--- config.mk ---
export PLATFORM = sky130hd
export DESIGN_NAME = lsm_write_buffer_flat
export DESIGN_NICKNAME = d
export VERILOG_FILES = /design/src/lsmwb_pkg.sv /design/src/lsm_if.sv /design/src/lsm_write_buffer.sv /design/src/flat_wrapper.sv
export VERILOG_INCLUDE_DIRS = /design/src /design/src/src
export SDC_FILE = /design/constraint.sdc
export NUM_CORES = 2
export LEC_CHECK = 0
export BUFFER_PORTS_ARGS = -buffer_cell sky130_fd_sc_hd__buf_4
export CELL_PAD_IN_SITES_DETAIL_PLACEMENT = 1
export CELL_PAD_IN_SITES_GLOBAL_PLACEMENT = 1
export CORE_MARGIN = 4
export CORE_UTILIZATION = 40
export DETAILED_ROUTE_END_ITERATION = 16
export PLACE_DENSITY = 0.58
export SYNTH_ARGS = -nofsm -noshare
export SYNTH_HDL_FRONTEND = slang
export SYNTH_MEMORY_MAX_BITS = 65536
export SYNTH_SLANG_ARGS = --single-unit
--- constraint.sdc ---
create_clock -name clock -period 16.59 [get_ports clock]
set_clock_uncertainty 0.1 [all_clocks]
set_input_delay 1.659 -clock clock [delete_from_list [all_inputs] [get_ports clock]]
set_output_delay 1.659 -clock clock [all_outputs]
set_load 0.01 [all_outputs]
--- src/lsm_write_buffer_macros.svh ---
// Assertion macros shared by the write buffer RTL.
`ifndef LSM_WRITE_BUFFER_MACROS_SVH
`define LSM_WRITE_BUFFER_MACROS_SVH

// Property that holds at every clock edge outside reset.
`define LSM_ASSERT(lbl, prop) \
   lbl: assert property (@(posedge clock) disable iff (reset) (prop)) \
      else $error("lsm_write_buffer assertion failed");

// Implication whose consequent is checked in the cycle after the antecedent.
`define LSM_ASSERT_NEXT(lbl, ante, cons) \
   lbl: assert property (@(posedge clock) disable iff (reset) (ante) |=> (cons)) \
      else $error("lsm_write_buffer assertion failed");

`endif

--- src/lsmwb_pkg.sv ---
// Types and codes of the write buffer.
`default_nettype none
package lsmwb_pkg;

   localparam logic [1:0] KIND_WRITE  = 2'd0;
   localparam logic [1:0] KIND_DELETE = 2'd1;
   localparam logic [1:0] KIND_LOOKUP = 2'd2;
   localparam logic [1:0] KIND_UNUSED = 2'd3;

   localparam logic [1:0] ST_HIT     = 2'd0;
   localparam logic [1:0] ST_DELETED = 2'd1;
   localparam logic [1:0] ST_MISS    = 2'd2;
   localparam logic [1:0] ST_FLUSH   = 2'd3;

   typedef struct packed {
      logic [1:0]         kind;
      logic signed [31:0] item_key;
      logic signed [31:0] item_value;
   } req_payload_type;

   typedef struct packed {
      logic [1:0]         status;
      logic signed [31:0] out_key;
      logic signed [31:0] out_value;
      logic               out_deleted;
      logic               last;
   } rsp_payload_type;

   typedef struct packed {
      logic signed [31:0] key;
      logic signed [31:0] value;
      logic               tomb;
   } entry_type;

endpackage
`default_nettype wire

--- src/lsm_if.sv ---
// Valid/ready channel interfaces for requests and responses.
`default_nettype none
interface lsm_req_if;
   logic                       valid;
   logic                       ready;
   lsmwb_pkg::req_payload_type payload;
   modport source (output valid, output payload, input ready);
   modport sink (input valid, input payload, output ready);
endinterface

interface lsm_rsp_if;
   logic                       valid;
   logic                       ready;
   lsmwb_pkg::rsp_payload_type payload;
   modport source (output valid, output payload, input ready);
   modport sink (input valid, input payload, output ready);
endinterface
`default_nettype wire

--- src/lsm_write_buffer.sv ---
// Key-value write buffer with newest-first log, lookup and sorted flush.
//
// Channels: req_ch carries items {kind, item_key, item_value}; rsp_ch
// carries result items {status, out_key, out_value, out_deleted, last}.
// Both use valid/ready; an item moves when both are high at a clock edge.
// The block handles one request item at a time; req_ch.ready is high only
// while idle.
// Write/delete with room: stored, no result.
// Lookup: one entry read per cycle from the newest down until the key
//   matches or the oldest entry is read (no scan for an empty buffer).
// Write/delete on a full buffer: flush by repeated selection. Each pass
//   scans all BUFFER_DEPTH entries (one memory read per cycle) for the
//   smallest key above the last one emitted, newest entry winning ties.
//   With n distinct keys that is (n+1) passes; the single-port read of
//   the entry memory sets the length of each pass. Each flushed item
//   leaves one pass late so that its last flag is known. Afterwards the
//   new entry is stored and the buffer holds only it.
// Reset (synchronous, active high) empties the buffer (fill count zero);
//   the entry memory is not cleared.
// A stalled rsp_ch holds the result register and the scan waits.
`default_nettype none
module lsm_write_buffer #(
   parameter int BUFFER_DEPTH = 64
) (
   input  wire logic  clock,
   input  wire logic  reset,
   lsm_req_if.sink    req_ch,
   lsm_rsp_if.source  rsp_ch
);
   import lsmwb_pkg::*;

   localparam int AW = (BUFFER_DEPTH > 2) ? $clog2(BUFFER_DEPTH) : 1;
   localparam int FW = $clog2(BUFFER_DEPTH + 1);

   typedef enum logic [2:0] {
      S_IDLE = 3'b001,
      S_SCAN = 3'b010,
      S_OUT  = 3'b100
   } state_type;

   // entry memory, one synchronous read port
   entry_type mem [BUFFER_DEPTH];
   entry_type rdata_ff;
   logic [AW-1:0] rd_addr;
   logic          we;
   logic [AW-1:0] wa;
   entry_type     wd;

   state_type        state_ff, state_in;
   logic [FW-1:0]    fill_ff, fill_in;
   logic             flush_ff, flush_in;     // current op is a flush
   entry_type        new_ff, new_in;         // request key / pending entry
   logic [AW-1:0]    cur_ff, cur_in;         // index held in rdata_ff
   logic             cand_ok_ff, cand_ok_in;
   entry_type        cand_ff, cand_in;       // best entry of this pass
   logic             prev_ok_ff, prev_ok_in;
   logic signed [31:0] prev_key_ff, prev_key_in;
   logic             pend_ok_ff, pend_ok_in;  // found but not yet emitted
   entry_type        pend_ff, pend_in;
   rsp_payload_type  rsp_ff, rsp_in;

   logic      full;
   logic      better;
   logic      found_nx;
   entry_type cand_nx;

   always_ff @(posedge clock) begin
      if (we) begin
         mem[wa] <= wd;
      end
      rdata_ff <= mem[rd_addr];
   end

   assign full = (fill_ff == FW'(BUFFER_DEPTH));

   // flush selection: above the last emitted key, below the candidate
   always_comb begin
      better = (!prev_ok_ff || (rdata_ff.key > prev_key_ff)) &&
               (!cand_ok_ff || (rdata_ff.key < cand_ff.key));
      cand_nx  = better ? rdata_ff : cand_ff;
      found_nx = cand_ok_ff || better;
   end

   always_comb begin
      state_in    = state_ff;
      fill_in     = fill_ff;
      flush_in    = flush_ff;
      new_in      = new_ff;
      cur_in      = cur_ff;
      cand_ok_in  = cand_ok_ff;
      cand_in     = cand_ff;
      prev_ok_in  = prev_ok_ff;
      prev_key_in = prev_key_ff;
      pend_ok_in  = pend_ok_ff;
      pend_in     = pend_ff;
      rsp_in      = rsp_ff;
      rd_addr     = cur_ff - 1'b1;
      we          = 1'b0;
      wa          = fill_ff[AW-1:0];
      wd          = new_ff;
      case (state_ff)
         S_IDLE: begin
            if (req_ch.valid) begin
               new_in.key   = req_ch.payload.item_key;
               new_in.value = (req_ch.payload.kind == KIND_WRITE) ?
                              req_ch.payload.item_value : 32'sd0;
               new_in.tomb  = (req_ch.payload.kind == KIND_DELETE);
               case (req_ch.payload.kind)
                  KIND_WRITE, KIND_DELETE: begin
                     if (full) begin
                        flush_in   = 1'b1;
                        pend_ok_in = 1'b0;
                        prev_ok_in = 1'b0;
                        cand_ok_in = 1'b0;
                        rd_addr    = AW'(fill_ff - 1'b1);
                        cur_in     = AW'(fill_ff - 1'b1);
                        state_in   = S_SCAN;
                     end else begin
                        we      = 1'b1;
                        wd      = new_in;
                        fill_in = fill_ff + 1'b1;
                     end
                  end
                  KIND_LOOKUP: begin
                     flush_in = 1'b0;
                     if (fill_ff == '0) begin
                        rsp_in   = '{ST_MISS, req_ch.payload.item_key, 32'sd0, 1'b0, 1'b1};
                        state_in = S_OUT;
                     end else begin
                        rd_addr  = AW'(fill_ff - 1'b1);
                        cur_in   = AW'(fill_ff - 1'b1);
                        state_in = S_SCAN;
                     end
                  end
                  default: begin
                  end
               endcase
            end
         end
         S_SCAN: begin
            if (!flush_ff) begin
               if (rdata_ff.key == new_ff.key) begin
                  if (rdata_ff.tomb) begin
                     rsp_in = '{ST_DELETED, new_ff.key, 32'sd0, 1'b0, 1'b1};
                  end else begin
                     rsp_in = '{ST_HIT, new_ff.key, rdata_ff.value, 1'b0, 1'b1};
                  end
                  state_in = S_OUT;
               end else if (cur_ff == '0) begin
                  rsp_in   = '{ST_MISS, new_ff.key, 32'sd0, 1'b0, 1'b1};
                  state_in = S_OUT;
               end else begin
                  cur_in = cur_ff - 1'b1;
               end
            end else if (cur_ff != '0) begin
               cand_in    = cand_nx;
               cand_ok_in = found_nx;
               cur_in     = cur_ff - 1'b1;
            end else begin
               // end of pass
               prev_ok_in  = 1'b1;
               prev_key_in = cand_nx.key;
               pend_in     = cand_nx;
               pend_ok_in  = found_nx;
               cand_ok_in  = 1'b0;
               if (pend_ok_ff) begin
                  rsp_in = '{ST_FLUSH, pend_ff.key,
                             pend_ff.tomb ? 32'sd0 : pend_ff.value,
                             pend_ff.tomb, !found_nx};
                  state_in = S_OUT;
               end else begin
                  rd_addr = AW'(fill_ff - 1'b1);
                  cur_in  = AW'(fill_ff - 1'b1);
               end
            end
         end
         S_OUT: begin
            if (rsp_ch.ready) begin
               if (flush_ff && pend_ok_ff) begin
                  rd_addr  = AW'(fill_ff - 1'b1);
                  cur_in   = AW'(fill_ff - 1'b1);
                  state_in = S_SCAN;
               end else if (flush_ff) begin
                  // flush done: buffer holds only the new entry
                  we       = 1'b1;
                  wa       = '0;
                  fill_in  = FW'(1);
                  flush_in = 1'b0;
                  state_in = S_IDLE;
               end else begin
                  state_in = S_IDLE;
               end
            end
         end
         default: begin
            state_in = S_IDLE;
         end
      endcase
   end

   always_ff @(posedge clock) begin
      if (reset) begin
         state_ff   <= S_IDLE;
         fill_ff    <= '0;
         flush_ff   <= 1'b0;
         cand_ok_ff <= 1'b0;
         prev_ok_ff <= 1'b0;
         pend_ok_ff <= 1'b0;
      end else begin
         state_ff   <= state_in;
         fill_ff    <= fill_in;
         flush_ff   <= flush_in;
         cand_ok_ff <= cand_ok_in;
         prev_ok_ff <= prev_ok_in;
         pend_ok_ff <= pend_ok_in;
      end
      new_ff      <= new_in;
      cur_ff      <= cur_in;
      cand_ff     <= cand_in;
      prev_key_ff <= prev_key_in;
      pend_ff     <= pend_in;
      rsp_ff      <= rsp_in;
   end

   assign req_ch.ready   = (state_ff == S_IDLE);
   assign rsp_ch.valid   = (state_ff == S_OUT);
   assign rsp_ch.payload = rsp_ff;

`include "lsm_write_buffer_macros.svh"

   `LSM_ASSERT(a_fill_range, fill_ff <= FW'(BUFFER_DEPTH))
   `LSM_ASSERT(a_lookup_last, !(rsp_ch.valid && rsp_ff.status != ST_FLUSH) || rsp_ff.last)
   `LSM_ASSERT_NEXT(a_store_grows,
      req_ch.valid && req_ch.ready && !full &&
      (req_ch.payload.kind == KIND_WRITE || req_ch.payload.kind == KIND_DELETE),
      fill_ff == $past(fill_ff) + 1'b1)
   `LSM_ASSERT_NEXT(a_flush_ends_one,
      rsp_ch.valid && rsp_ch.ready && flush_ff && !pend_ok_ff,
      fill_ff == FW'(1) && state_ff == S_IDLE)

endmodule
`default_nettype wire
--- src/flat_wrapper.sv ---
// flat-port wrapper written by rule: the top's interface ports become plain ports
module lsm_write_buffer_flat import lsmwb_pkg::*;
#(
   parameter int BUFFER_DEPTH = 64
)
  (clock, reset, req_ch_valid, req_ch_payload, req_ch_ready, rsp_ch_valid, rsp_ch_payload, rsp_ch_ready);
  lsm_req_if req_ch_i ();
  lsm_rsp_if rsp_ch_i ();
  input  wire logic clock;
  input  wire logic reset;
  input wire logic [$bits(req_ch_i.valid)-1:0] req_ch_valid;
  input wire logic [$bits(req_ch_i.payload)-1:0] req_ch_payload;
  output wire logic [$bits(req_ch_i.ready)-1:0] req_ch_ready;
  output wire logic [$bits(rsp_ch_i.valid)-1:0] rsp_ch_valid;
  output wire logic [$bits(rsp_ch_i.payload)-1:0] rsp_ch_payload;
  input wire logic [$bits(rsp_ch_i.ready)-1:0] rsp_ch_ready;
  assign req_ch_i.valid = req_ch_valid;
  assign req_ch_i.payload = req_ch_payload;
  assign req_ch_ready = req_ch_i.ready;
  assign rsp_ch_valid = rsp_ch_i.valid;
  assign rsp_ch_payload = rsp_ch_i.payload;
  assign rsp_ch_i.ready = rsp_ch_ready;
  lsm_write_buffer #(.BUFFER_DEPTH(BUFFER_DEPTH)) u_core (.clock(clock), .reset(reset), .req_ch(req_ch_i), .rsp_ch(rsp_ch_i));
endmodule
* After elaboration in Yosys (flattened, before gate mapping) *
Memories as Yosys holds them, arrays and structs flattened. A register that Yosys moved wholly into a read port is not among the register bits.
Cells that the tools add are included.

word-level totals
  word-level logic and storage cells = 171
  output and inout port bits = 70
  memories kept = 1
  bits of input ports = 70
  register bits = 283
  memory bits (read-only) = 0
  RAM bits = 4,160
  bits in latches = 0

cells by class
  divide/modulo/power cells = 0
  add/subtract/negate cells = 3
  bitwise gates (word level) = 1
  muxes and demuxes = 89
  reduce and logical (&&, ||, !) cells = 26
  shifts and indexed selects = 0
  equality and inequality tests = 28
  $mul = 0
  $lt $le $gt $ge = 2

memories
  memory      depth  bits a word  read ports  clocked after Yosys merged registers in  wr ports  line                    text
  u_core.mem  64     65           1           1                                        1         lsm_write_buffer.sv:42  entry_type mem [BUFFER_DEPTH];

operator list
  kind                 count
  $mux 68              8
  $mux 65              5
  $pmux 68 s2          1
  $mux 6               22
  $mux 67              1
  $mux 32              2
  $mux 7               6
  $pmux 6 s3           2
  $eq 32x32->1         1
  $gt 32x32->1         1
  $lt 32x32->1         1
  $mux 3               9
  $pmux 6 s2           2
  $mux 1               21
  $reduce_and 7->1     3
  $ne 2x1->1 const B   8
  $pmux 7 s2           1
  $pmux 1 s2           6
  $reduce_and 6->1     2
  $sub 6x1->6 const B  2
  $reduce_and 10->1    1
  $ne 3x2->1 const B   3
  $ne 3x3->1 const B   3
  $pmux 3 s3           1
  27 further kinds     37

* Depth between registers and ports, before layout *
  depth in word-level cells = 9
  mapped depth = 18

* Worst setup path before layout *
Ideal clock, no wire load.

  path type = input to register
  from = input port req_ch_valid
  to = memory u_core.mem[21][0] (netlist bit), enable pin
  slack = 5.814 ns
  stages = 5
  setup time = 0.648 ns
  data arrival time = 10.027 ns
  required time = 15.842 ns
  path through = nand2_1 > inv_1 > nand3_1 > clkbuf_1 > nor4_1

on the way
  word-level cells in the longest chain between the ends = 4

ends and longest elaborated chain
  element                       line                     text
  start, declared               flat_wrapper.sv:11       input wire logic [$bits(req_ch_i.valid)-1:0] req_ch_valid;
  $mux 1                        lsm_write_buffer.sv:103  if (req_ch.valid) begin
  $pmux 1 s2                    lsm_write_buffer.sv:101  case (state_ff)
  $mux 1                        lsm_write_buffer.sv:68   if (we) begin
  $mux 1 (not written as such)  lsm_write_buffer.sv:69   mem[wa] <= wd;
  end, declared                 lsm_write_buffer.sv:42

Every way passes these cells.

* Worst setup path in the final report *
  from = register u_core.fill_ff[0]
  to = register u_core.rdata_ff[24] (netlist name)

on the way
  word-level cells in the longest chain between the ends = 5
  elaborated cells between the ends (all ways) = 13
  classes of those cells = add/sub: 1; eq/ne: 1; mux: 10; reduce/logical: 1

ends and longest elaborated chain
  element                                      line                                                                       text
  start, declared                              lsm_write_buffer.sv:50                                                     logic [FW-1:0] fill_ff, fill_in;
  start signal, assigned                       lsm_write_buffer.sv:211                                                    fill_ff <= fill_in;
  $sub 6x1->6 (tied with other cells)          n/a
  $mux 6 (on tied branches)                    lsm_write_buffer.sv:126, lsm_write_buffer.sv:110, lsm_write_buffer.sv:166
  $pmux 6 s2 / $mux 6 (equally long branches)  lsm_write_buffer.sv:108, lsm_write_buffer.sv:155
  $mux 6 (on tied branches)                    lsm_write_buffer.sv:103, lsm_write_buffer.sv:141
  $pmux 6 s3 (*)                               lsm_write_buffer.sv:101

Mark *: on every way between the ends. The rest lies on a longest branch, timed or not.
A chain may end at the register's enable or synchronous reset.

==> flow_metrics.py <==
metrics = {
    "logic_synthesis": {
        "synth_top_area_share": 0.746,
        "yosysTopAreaCell": "edfxtp_1",
        "ys_seq_elements": 4508,
        "ys.warnings.count": 0,
        "synth-edff-count": 4429,
        "syn_inst": 13000,
        "synthTopCellsByArea": "edfxtp_1 75%, nand2_1 6.2%, a211oi_1 2.6%, and3_1 2.6%, a31oi_1 2.3%",
        "synthArstFlopShare": 0,
        "syn_area_um2": 178000,
        "synth_ff_type": "edfxtp_1",
        "yosysUniqueCellTypes": 69,
        "synth_area_per_cell_um2": 13.8,
        "ys_seq_area_frac": 0.754,
        "syn_nets": 13100,
    },
    "final_layout": {
        "fillCellCount": 44000,
        "syn2layout_area_growth_pct": 13.3,
        "multiInputGateArea_um2": 40400,
        "nNetsFinal": 13100,
        "drive_above_1_share": 0.103,
        "area.sequential_um2": 135000,
    },
    "critical_path": {
        "end_kind": "register",
        "r2r_start": "u_core.fill_ff[0]",
        "critPathLaunchType": "register",
        "reg2regPathDepth": 16,
        "critPathMaxFanout": 73,
        "rrSetupSlack_ns": 8.28,
        "regToRegEndpoint": "u_core.rdata_ff[24]",
        "crit_type": "register to register",
        "cp.required_ns": 17.44,
        "worstPathArrival_ns": 9.16,
    },
    "routing": {
        "via_per_inst": 6.11,
        "route.detailed.drc": 0,
        "wirelength_um": 676000,
        "vias": 118000,
        "first_pass_iters": 6,
        "ant_nets": 0,
        "wire_per_inst_um": 35.0,
        "drt-initial-drc-count": 15200,
    },
    "global_route": {
        "grt_max_degree": 176,
        "grt-ovfl-total": 0,
        "grt_pass1_wl_um": 939000,
        "grt_usage": 0.291,
        "antenna_found_initial": 46,
        "grt_pass1_vias": 119000,
    },
    "floorplanning": {
        "die_height_um": 676,
        "die_w_um": 676,
        "ios": 140,
        "core_region_area_um2": 443000,
        "start_util": 0.403,
        "die-area_um2": 457000,
        "core.rowCount": 244,
    },
    "power": {
        "peakVddDrop_uv": 243,
        "p_per_area_nw_per_um2": 209,
        "p_sw_frac": 0.420,
        "power_frac_comb": 0.413,
        "power.switching_w": 0.0177,
        "p_clk_frac": 0.251,
        "leakage_nw": 68.4,
        "power_w": 0.0422,
        "internal_power_w": 0.0245,
        "p_seq_frac": 0.336,
    },
    "placed_design": {
        "pre_cts_slack_ns": 7.67,
        "place_congestion": 0.835,
        "port_buffers": 139,
        "hpwlAfterDp_um": 353000,
    },
    "sta": {
        "fin_crit_ns": 8.31,
        "fin_ws_ns": 8.28,
        "fin_crit_sh": 0.501,
        "hold-worst-slack_ns": 0.448,
        "maxSlewHeadroom": -0.00929,
        "setup_tns_ns": 0,
        "rsz0062_at_grt": "false",
        "hold_viol_final": 0,
        "slew_viol_final": 20,
        "max_freq_ghz": 0.120,
        "finalSetupViolCount": 0,
        "tightest_slew_ns": 1.51,
    },
    "outcome": {
        "violations": "max-capacitance violations, max-slew violations",
        "status": "finished with violations",
    },
    "worst_hold_path": {
        "worstHoldStart": "u_core.pend_ff[26]",
        "hold_depth": 1,
        "hp-class": "register to register",
        "min_to": "u_core.rsp_ch.payload[27]",
    },
    "clock_tree": {
        "numCtsBuffers": 480,
        "cts_tree": "done",
        "postCtsSetupBuffers": 0,
        "insertion_delay_ns": 1.04,
        "cts_root_buf": "clkbuf_16",
        "h-tree-depth": 5,
        "cts_hold_buf": 0,
        "post_cts_resized": 0,
        "path_clk_slew_ns": 0.07,
        "clock-sinks": 4508,
        "clock_path_buffers": 4,
    },
    "flow_run": {
        "drv_cap": 2,
    },
}
synth_stat cells, types with 5 or more instances:
master,number
nand2_1,2964
a22o_1,69
clkbuf_1,460
nor4_1,70
a211oi_1,629
and3_1,733
or2_2,6
mux2i_1,41
a2111oi_0,56
a211o_1,37
nand4_1,23
ha_1,67
xnor2_1,41
or4_1,42
buf_2,340
nand3_1,671
o211ai_1,5
a21o_1,13
nor2_1,360
mux2_2,98
a21oi_1,228
or3_1,7
dfxtp_1,79
buf_1,103
o22ai_1,309
o21ai_0,198
nand2b_1,10
and2_1,34
nor3_1,17
a31oi_1,648
buf_4,25
nor2b_1,14
inv_1,78
xor2_1,5
edfxtp_1,4429
worst max-delay path by stage:
stage                     depth (start not counted)                from             endpoint  slack [ns]
final                                            16   u_core.fill_ff[0]  u_core.rdata_ff[24]        8.28
after global routing                             16   u_core.fill_ff[0]  u_core.rdata_ff[24]        7.99
after CTS                                        16   u_core.fill_ff[0]  u_core.rdata_ff[24]        8.37
after detailed placement                         15  req_ch_payload[64]  u_core.rdata_ff[24]        7.67
after global placement                           15  req_ch_payload[64]  u_core.rdata_ff[26]        7.39
after floorplan                                   5        req_ch_valid    u_core.mem[21][0]        5.81
routing by layer:
metal / vias to the layer above / GRT usage / share of wire
li1: 49100 / - / -
met3: 1134 / 0.0436 / 0.080
met4: 14 / 0.114 / 0.042
met1: 62600 / 0.395 / 0.41
met5: - / 0 / 0.00015
met2: 5215 / 0.473 / 0.47
metrics by stage:
stage | instance area, um2 | util | cells
5_1_grt | 202000 | 0.456 | 19300
4_1_cts | 202000 | 0.456 | 19300
3_3_place_gp | 187000 | 0.421 | 18400
2_1_floorplan | 178000 | - | 13000
6_report | 202000 | 0.456 | 19300
3_5_place_dp | 187000 | 0.421 | 18400
cells in the final DEF, fill, tap and decap left out, types with 45 or more instances in the layout:
cell       Yosys  final
nor2_1       360    300
o22ai_1      309    309
clkinv_2       0     80
and3_1       733    732
nor4_1        70     58
clkinv_1       1    123
edfxtp_1    4429   4429
buf_12         0     45
a22o_1        69     69
a211oi_1     629    627
a2111oi_0     56     49
clkbuf_16      0    489
nand2_1     2964   2925
o21ai_0      198    197
dfxtp_1       79     78
mux2_2        98     97
buf_4         25    415
inv_1         78     77
nor2_4         0     60
clkbuf_1     460    115
ha_1          67     67
a21oi_1      228    227
a31oi_1      648    648
nand3_1      671    662
sequential cells by signal (all words and copies together), names as in the netlist, 3 cells and up:
signal,cells
u_core.prev_key_ff,32
u_core.pend_ff,33
u_core.rsp_ch.payload,68
u_core.fill_ff,7
u_core.cur_ff,6
u_core.new_ff,65
u_core.mem,4160
u_core.rdata_ff,65
u_core.cand_ff,65
u_core.state_ff,3
critical path: stages, from the launching register on:
cell      delay (ns)
dfxtp_1         0.43
inv_1           0.26
ha_1            0.26
nand2b_1        0.17
o31a_1          0.37
o21ai_2         0.29
a21o_4          0.64
buf_4           0.46
and2_4          0.73
buf_4           0.95
buf_4           0.64
buf_4           0.83
nand2_1         0.16
a31oi_1         0.26
o22ai_1         0.13
nor4_1          1.01
and3_1          0.30
cell families (layout without fill, tap and decap cells):
family | Yosys count | count (layout) | share of synthesized area
other | 0 | 25 | 0
XOR/XNOR | 46 | 46 | 0.00226
adder cells (fa/ha/maj) | 67 | 67 | 0.00470
AO/OA/AOI/OAI | 2220 | 2220 | 0.0821
flip-flops | 4508 | 4508 | 0.754
AND/OR/NAND/NOR | 4976 | 4976 | 0.124
multiplexers | 139 | 139 | 0.00849
buffers and inverters | 1010 | 1434 | 0.0243
cell type report:
| class | count | share of cell area |
|---|---|---|
| clock inverters | 272 | 0.0120 |
| inverters | 79 | 0.00148 |
| repair buffers | 463 | 0.0200 |
| multi-input cells | 7448 | 0.200 |
| diodes | 25 | 0.000310 |
| well taps | 5904 | 0.0366 |
| clock buffers | 620 | 0.0638 |
| flip-flops and latches | 4508 | 0.666 |
power by group through the flow:
stage	sequential, W	clock, W	combinational, W
2_1_floorplan	0.0141	0	0.0107
3_3_place_gp	0.0144	0	0.0169
3_5_place_dp	0.0144	0	0.0173
4_1_cts	0.0142	0.0107	0.0173
5_1_grt	0.0142	0.0112	0.0188
6_report	0.0142	0.0106	0.0174
Note: power is estimated with default switching activity, not from simulation.
